### config.mk
export PLATFORM = sky130hd
export DESIGN_NAME = iacb_queue
export DESIGN_NICKNAME = d
export VERILOG_FILES = /design/src/iacb_pkg.sv /design/src/iacb_queue.sv
export VERILOG_INCLUDE_DIRS = /design/src /design/src/src
export SDC_FILE = /design/constraint.sdc
export NUM_CORES = 1
export LEC_CHECK = 0
export ABC_CLOCK_PERIOD_IN_PS = 1430
export BUFFER_PORTS_ARGS = -buffer_cell sky130_fd_sc_hd__buf_2
export CAP_MARGIN = 0
export CORE_MARGIN = 3
export CORE_UTILIZATION = 53
export CTS_BUF_LIST = sky130_fd_sc_hd__clkbuf_8
export CTS_CLUSTER_SIZE = 28
export DETAILED_ROUTE_END_ITERATION = 7
export PLACE_DENSITY = 0.81
export REMOVE_ABC_BUFFERS = 1
export SYNTH_ARGS = -nofsm -noshare
export SYNTH_HDL_FRONTEND = slang
export SYNTH_SLANG_ARGS = --single-unit
### constraint.sdc
create_clock -name aclk -period 1.43 [get_ports aclk]
set_input_delay 0.0715 -clock aclk [delete_from_list [all_inputs] [get_ports aclk]]
set_output_delay 0.0715 -clock aclk [all_outputs]
set_load 0.01 [all_outputs]
### src/assert_macros.svh
// Assertion macros shared by the inverse affine clip box RTL.
// No dependencies; included by the modules that carry assertions.
`ifndef ASSERT_MACROS_SVH
`define ASSERT_MACROS_SVH

// Same-cycle implication, disabled while reset is asserted.
`define IACB_ASSERT_IMP(label, clk, rstn, ante, cons) \
    label: assert property (@(posedge clk) disable iff (!(rstn)) (ante) |-> (cons)) \
        else $error("assertion failed");

// Next-cycle implication, disabled while reset is asserted.
`define IACB_ASSERT_NXT(label, clk, rstn, ante, cons) \
    label: assert property (@(posedge clk) disable iff (!(rstn)) (ante) |=> (cons)) \
        else $error("assertion failed");

`endif

### src/iacb_pkg.sv
// Package for the inverse affine clip box block: queue depth and queue status type.
// No dependencies.
package iacb_pkg;

    localparam int QUEUE_DEPTH = 4;
    localparam int QUEUE_PTR_BITS = 2;
    localparam int QUEUE_CNT_BITS = 3;

    typedef struct packed {
        logic full;
        logic empty;
    } queue_stat_t;

endpackage

### src/iacb_queue.sv
// Short register queue between the front and back parts.
// Depends on iacb_pkg and assert_macros.svh.
`include "assert_macros.svh"
module iacb_queue #(
    parameter int DATA_BITS = 8
) (
    input  logic                  aclk,
    input  logic                  aresetn,
    input  logic                  push,
    input  logic [DATA_BITS-1:0]  wdata,
    input  logic                  pop,
    output logic [DATA_BITS-1:0]  rdata,
    output iacb_pkg::queue_stat_t stat
);
    import iacb_pkg::*;

    logic [DATA_BITS-1:0]      mem_reg [QUEUE_DEPTH];
    logic [QUEUE_PTR_BITS-1:0] wr_ptr_reg, rd_ptr_reg;
    logic [QUEUE_CNT_BITS-1:0] count_reg, count_next;

    always_comb begin
        count_next = count_reg;
        if (push && !pop) begin
            count_next = count_reg + 1'b1;
        end else if (pop && !push) begin
            count_next = count_reg - 1'b1;
        end
    end

    always_ff @(posedge aclk) begin
        if (!aresetn) begin
            wr_ptr_reg <= '0;
            rd_ptr_reg <= '0;
            count_reg  <= '0;
        end else begin
            if (push) begin
                wr_ptr_reg <= wr_ptr_reg + 1'b1;
            end
            if (pop) begin
                rd_ptr_reg <= rd_ptr_reg + 1'b1;
            end
            count_reg <= count_next;
        end
    end

    always_ff @(posedge aclk) begin
        if (push) begin
            mem_reg[wr_ptr_reg] <= wdata;
        end
    end

    assign rdata      = mem_reg[rd_ptr_reg];
    assign stat.full  = (count_reg == QUEUE_CNT_BITS'(QUEUE_DEPTH));
    assign stat.empty = (count_reg == '0);

    `IACB_ASSERT_IMP(a_no_overrun, aclk, aresetn, stat.full, !push)
    `IACB_ASSERT_IMP(a_no_underrun, aclk, aresetn, stat.empty, !pop)
endmodule

==> run summary, run 1 <==
Critical path
• instance count on the critical path: 3
• R2R setup slack: 90 ps
• startpoint of the worst-slack reg-to-reg timing path: count_reg[1]
• count of buffer and inverter cells on the critical path: 2
• arrival time of the worst setup path: 1450 ps
• ordered cell list for the critical path: buf_12 > mux4_2 > buf_6
• slowest CP cell: mux4_2
• Critical Path Max Stage Delay: 520 ps
• highest fanout seen on the critical path: 8
• CP Class: reg2out
• kind of end point of the critical path: primary output
• data required time at the worst endpoint: 1360 ps
• cell depth of the worst flop-to-flop path: 4
• kind of cell with the highest combined delay on the critical path: multiplexers
• type of origin of the critical path: flip-flop
• Critical path destination: rdata[2]
• reg-to-reg endpoint: count_reg[2]

Clock tree
• clock sinks: 41
• root buf cell: clkbuf_8
• number of buffers inserted during clock tree synthesis: 5
• CTS tree: done
• CTS clk-pin slew, worst paths: 80 ps
• H-tree levels: 2
• buffer depth of the longest clock path: 2
• clock insertion delay at the later pin of the skew report: 300 ps

Routing
• drt drc: 0
• detailed-router iteration count before antenna repair: 4
• Routed Wire Length: 2740 um
• number of vias in the routed layout: 863
• ANT nets after route: 0
• DRT iter0 DRCs: 35
• routed len/inst: 17.2 um
• DR vias/cell: 5.43

Floorplanning
• area of the placeable core: 2830 um2
• initial standard-cell utilization of the core: 0.567
• die area: 3720 um2
• Die H: 61.0 um
• count of standard-cell rows: 19
• # IOs: 22
• width of the die: 61.0 um

Synth
• synthesized flop and latch total: 41
• number of enable-type register cells in the synthesized netlist: 32
• dominant combinational cell family by area after synthesis: multiplexers
• gate count after technology mapping: 85
• area share of xor/xnor cells in the synthesized design: 0.0273
• Post-synth top flop: edfxtp_1
• number of distinct standard cells referenced by the synthesized netlist: 19
• Async S/R FF share, synth: 0
• register area share after synthesis: 0.712
• share of synthesized area spent on multiplexers: 0.125
• synthesized area per cell: 18.9 um2
• simple-gate share of the synthesized area: 0.0570
• cell area after synthesis: 1600 um2
• Synth Area in Adders: 0.0515
• Synth Warn #: 0
• compound-cell area share of the yosys netlist: 0.00781

Place
• cell area after placement: 1810 um2
• last weighted congestion value of the routability-driven placer: 0.633
• number of placed instances, taps included: 144
• count of input and output buffers: 21
• DP Wirelength: 1920 um

STA
• worst hold margin: 15.0 ps
• setup skew after layout: 6.86 ps
• final setup fails: 8
• Slew Limit Fails: 0
• ratio of final minimum period to clock period: 1.06
• min cycle time layout: 1520 ps
• RSZ-0062 raised after global routing: true
• worst-margin pin slew: 379 ps
• hold violation count in the final report: 0
• headroom to the max-slew limit: 0.747
• Max Clk Rate: 658 MHz
• setup ws final: -89.2 ps

Global route
• all-layer global routing usage: 0.182
• maximum number of pins on one net before global-route repair: 13
• vias in the first global route: 888
• initial antenna violation count: 0
• overflow left after global routing: 0
• first-pass GRT wire length: 4370 um

Run status
• violated checks: negative setup slack
• status: finished, violations left

Layout
• Largest register FFs: 32
• Seq. cell area: 1140 um2
• # diodes: 0
• commonest cells after routing, fill and taps aside: edfxtp_1 (32), buf_2 (14), and2_1 (9), mux4_2 (8), buf_4 (8)
• Final Instance Count excl. Fillers: 159
• nets@finish: 145
• area used by multi-input combinational logic: 433 um2
• cell area after layout: 2050 um2
• share of cells above drive strength 1: 0.383
• Layout fillers: 174
• most common cell after layout, fill and taps aside: edfxtp_1
• post-layout util: 0.724
• area growth from synthesis to layout: 27.7%

Power
• Peak VDD IR: 0.858 mV
• pwr dens: 1340 nW/um2
• sum of internal, switching and leakage power: 0.00274 W
• Pleak: 0.781 nW

Hold path
• hold path startpoint: wdata[3]
• Tightest Hold Check Type: in2reg

Run
• count of maximum capacitance violations: 0

what timing repair did:
item                                    CTS  global route
endpoints found under the setup margin    9             9
setup buffers                             0             0
hold buffers                              6             1
hold endpoints to repair                 24             4
gates resized for setup                   5             6
pin swaps                                 0             2
cells by family (layout without fill, tap and decap cells):
| family | Yosys count | count (layout) |
|---|---|---|
| muxes | 10 | 10 |
| and+or+nand+nor | 15 | 15 |
| xor gates and xnor gates | 5 | 5 |
| DFF | 41 | 41 |
| adders and majority gates | 6 | 6 |
| buffers and inverters | 6 | 49 |
| AOI/OAI and AO/OA | 2 | 2 |
routing by layer:
layer	up-vias	wire length, um	track usage
met5	-	0	0
met4	0	51	0.0836
met3	8	120	0.0702
met2	20	1490	0.304
met1	437	1080	0.205
li1	398	-	-
layout make-up:
| class | instances | area share |
|---|---|---|
| Sequential cell | 41 | 0.559 |
| Multi-Input combinational cell | 38 | 0.211 |
| Timing Repair Buffer | 37 | 0.146 |
| Clock buffer | 6 | 0.0403 |
| Tap cell | 31 | 0.0189 |
| Clock inverter | 2 | 0.0165 |
| Inverter | 4 | 0.00733 |
through the flow:
step	setup TNS (ps)	worst slack (ps)
finish	-570	-89.2
global route	-1000	-147
CTS	-686	-106
detailed placement	-125	-125
global placement	0	7.90
floorplan	0	37.2
worst min path at each step:
| stage | cells past startpoint | endpoint |
|---|---|---|
| after floorplan | 0 | mem_reg[0][0] |
| after global placement | 1 | mem_reg[0][0] |
| after detailed placement | 1 | mem_reg[2][0] |
| after CTS | 1 | mem_reg[3][7] |
| after global routing | 1 | mem_reg[0][3] |
| final | 1 | mem_reg[0][3] |
where the power goes:
group | internal (W) | switching, W
combinational | 0.000229 | 0.000168
sequential | 0.00136 | 0.0000440
clock | 0.000561 | 0.000370
Yosys cell counts (all sizes together), types with 2 or more instances:
| cell type | count | share of area |
|---|---|---|
| inv | 4 | 0.0094 |
| ha | 5 | 0.039 |
| dfxtp | 9 | 0.11 |
| and2 | 9 | 0.035 |
| xor2 | 3 | 0.016 |
| mux4 | 8 | 0.11 |
| edfxtp | 32 | 0.60 |
| mux2i | 2 | 0.012 |
| xnor2 | 2 | 0.011 |
| nor2b | 2 | 0.0078 |
No activity file was read; power rests on OpenSTA's default activity.
==> inputs of run 2 (changes only) <==
ABC_CLOCK_PERIOD_IN_PS = 1400   (was 1430)
CORE_UTILIZATION = 50   (was 53)
PLACE_DENSITY = 0.75   (was 0.81)
clock period = 1.4 ns   (was 1.43 ns; I/O delays follow)
==> run 2 against run 1 <==
- the flow still finishes with violations (negative setup slack)
- sequential share of layout area grew 0.97 points
- count of clock-buffer cells in the layout decreased by 1
- combinational power down 5.0%
- critical path depth unchanged
- global-route usage shrank 3.8 points
- clock power shrank 6.5%
- routed wire length down 9.5%
- critical path type unchanged
- highest routed layer unchanged
==> run summary, run 2 (synthesized netlist as in run 1, its figures left out) <==
Run status
• status: finished, violations left
• violated checks: negative setup slack

Layout
• # diodes: 0, unchanged
• nets@finish: 144, -0.69%
• most common cell after layout, fill and taps aside: edfxtp_1
• share of cells above drive strength 1: 0.409, +0.0266
• Largest register FFs: 32, unchanged
• area growth from synthesis to layout: 25.5%
• Layout fillers: 209, +20%
• cell area after layout: 2010 um2, -1.7%
• Final Instance Count excl. Fillers: 169, +6.3%
• commonest cells after routing, fill and taps aside: edfxtp_1 (32), buf_2 (18), buf_4 (11), and2_1 (9), mux4_2 (8)

STA
• hold violation count in the final report: 0, unchanged
• worst-margin pin slew: 381 ps, +2.00 ps
• final setup fails: 8, unchanged
• setup skew after layout: 2.43 ps, -4.43 ps
• ratio of final minimum period to clock period: 1.06
• min cycle time layout: 1480 ps
• setup ws final: -80.8 ps, +8.43 ps
• headroom to the max-slew limit: 0.746, -0.00133
• RSZ-0062 raised after global routing: true
• Slew Limit Fails: 0, unchanged
• Max Clk Rate: 675 MHz
• accumulated negative setup slack: -509 ps, +61.7 ps

Clock tree
• root buf cell: clkbuf_8
• CTS clk-pin slew, worst paths: 70 ps, about the same
• CTS tree: done
• number of buffers inserted during clock tree synthesis: 5, unchanged
• H-tree levels: 2, unchanged
• clock insertion delay at the later pin of the skew report: 280 ps, -20 ps
• clock sinks: 41, unchanged
• Post-CTS Repair Setup Buffers: 0, unchanged
• buffer depth of the longest clock path: 2, unchanged

Power
• Clk pwr share: 0.324, -0.016
• fraction of power spent switching nets: 0.209, -0.00361
• Pleak: 0.767 nW, -1.9%
• Seq pwr share: 0.535, +0.021
• switching component of the power: 0.000562 W, -3.5%
• Peak VDD IR: 0.747 mV, -13%
• sum of internal, switching and leakage power: 0.00269 W, -1.9%
• Comb pwr share: 0.141, -0.004
• pwr dens: 1330 nW/um2, -0.14%
• Power Internal: 0.00212 W, -1.4%

Place
• number of placed instances, taps included: 158, +9.7%
• last weighted congestion value of the routability-driven placer: 0.724, +14%
• setup slack after placement: -158 ps, -33.1 ps
• cell area after placement: 1850 um2, +2.0%
• count of input and output buffers: 21, unchanged
• DP Wirelength: 1850 um, -3.9%

Routing
• DR vias/cell: 4.84, -11%
• routed len/inst: 14.7 um, -15%
• detailed-router iteration count before antenna repair: 4, unchanged
• ANT nets after route: 0, unchanged
• drt drc: 0, unchanged
• DRT iter0 DRCs: 22, -37%
• Routed Wire Length: 2480 um, -9.5%
• number of vias in the routed layout: 818, -5.2%

Critical path
• R2R setup slack: 30 ps, -60 ps
• arrival time of the worst setup path: 1410 ps, -40 ps
• Critical Path Max Stage Delay: 520 ps, about the same
• slowest CP cell: mux4_2
• data required time at the worst endpoint: 1330 ps, -30 ps
• ordered cell list for the critical path: buf_12 > mux4_2 > buf_6
• kind of end point of the critical path: primary output
• CP Class: reg2out
• highest fanout seen on the critical path: 8, unchanged
• type of origin of the critical path: flip-flop

Floorplanning
• die area: 3920 um2, +5.4%
• initial standard-cell utilization of the core: 0.553, -0.0139
• width of the die: 62.6 um, +2.7%
• count of standard-cell rows: 19, unchanged
• Die H: 62.6 um, +2.7%
• area of the placeable core: 2900 um2, +2.5%
• # IOs: 22, unchanged

Global route
• all-layer global routing usage: 0.143, -0.0383
• initial antenna violation count: 0, unchanged
• maximum number of pins on one net before global-route repair: 13, unchanged
• first-pass GRT wire length: 4170 um, -4.6%
• vias in the first global route: 869, -2.1%
• overflow left after global routing: 0, unchanged

Run
• count of maximum capacitance violations: 0, unchanged

Hold path
• Tightest Hold Check Type: in2reg

run 2: cell type report:
type	count	area [um2]	area share
clock buffer	5	68.8	0.0342
tap	42	52.6	0.0261
inverter	4	15.0	0.00746
clock inverter	3	37.5	0.0187
sequential	41	1140	0.569
timing repair buffer	36	256	0.127
multi-input combinational	38	437	0.217
run 2: final timing paths:
kind	to	depth (start not counted)	start
min reg2reg	count_reg[2]	2	count_reg[2]
max	rdata[2]	3	flip-flop
max reg2reg	count_reg[2]	4	count_reg[0]
min	mem_reg[2][6]	1	wdata[6]
run 2: repair_timing:
action | CTS | global route
setup endpoints to repair | 9 | 9
pin swaps | 1 | 0
hold endpoints to repair | 6 | 2
gates resized for setup | 5 | 3
hold buffers | 2 | 1
run 2: power by group through the flow:
stage | combinational (W) | clock (W) | sequential [W]
after floorplan | 0.000191 | 0 | 0.00146
after global placement | 0.000341 | 0 | 0.00146
after detailed placement | 0.000354 | 0 | 0.00146
after CTS | 0.000367 | 0.000904 | 0.00144
after global routing | 0.000419 | 0.000949 | 0.00145
final | 0.000378 | 0.000871 | 0.00144
run 2: critical path: cells and delay by family (launching register included):
family   cells  cell delay, ps
flops        1             340
mux          1             520
buf+inv      2             270
run 2: per-stage QoR:
stage               hold slack, ps   util
CTS                          0.892  0.685
finish                        11.7  0.694
global placement               281  0.637
global route                 0.348  0.694
detailed placement             289  0.637
floorplan                      169      -
run 2: metal layers:
metal | track usage | routed length, um | vias to the layer above
met5 | 0 | 0 | -
met4 | 0.0661 | 45 | 0
met3 | 0.0432 | 101 | 6
met2 | 0.248 | 1360 | 18
met1 | 0.162 | 968 | 398
li1 | - | - | 396
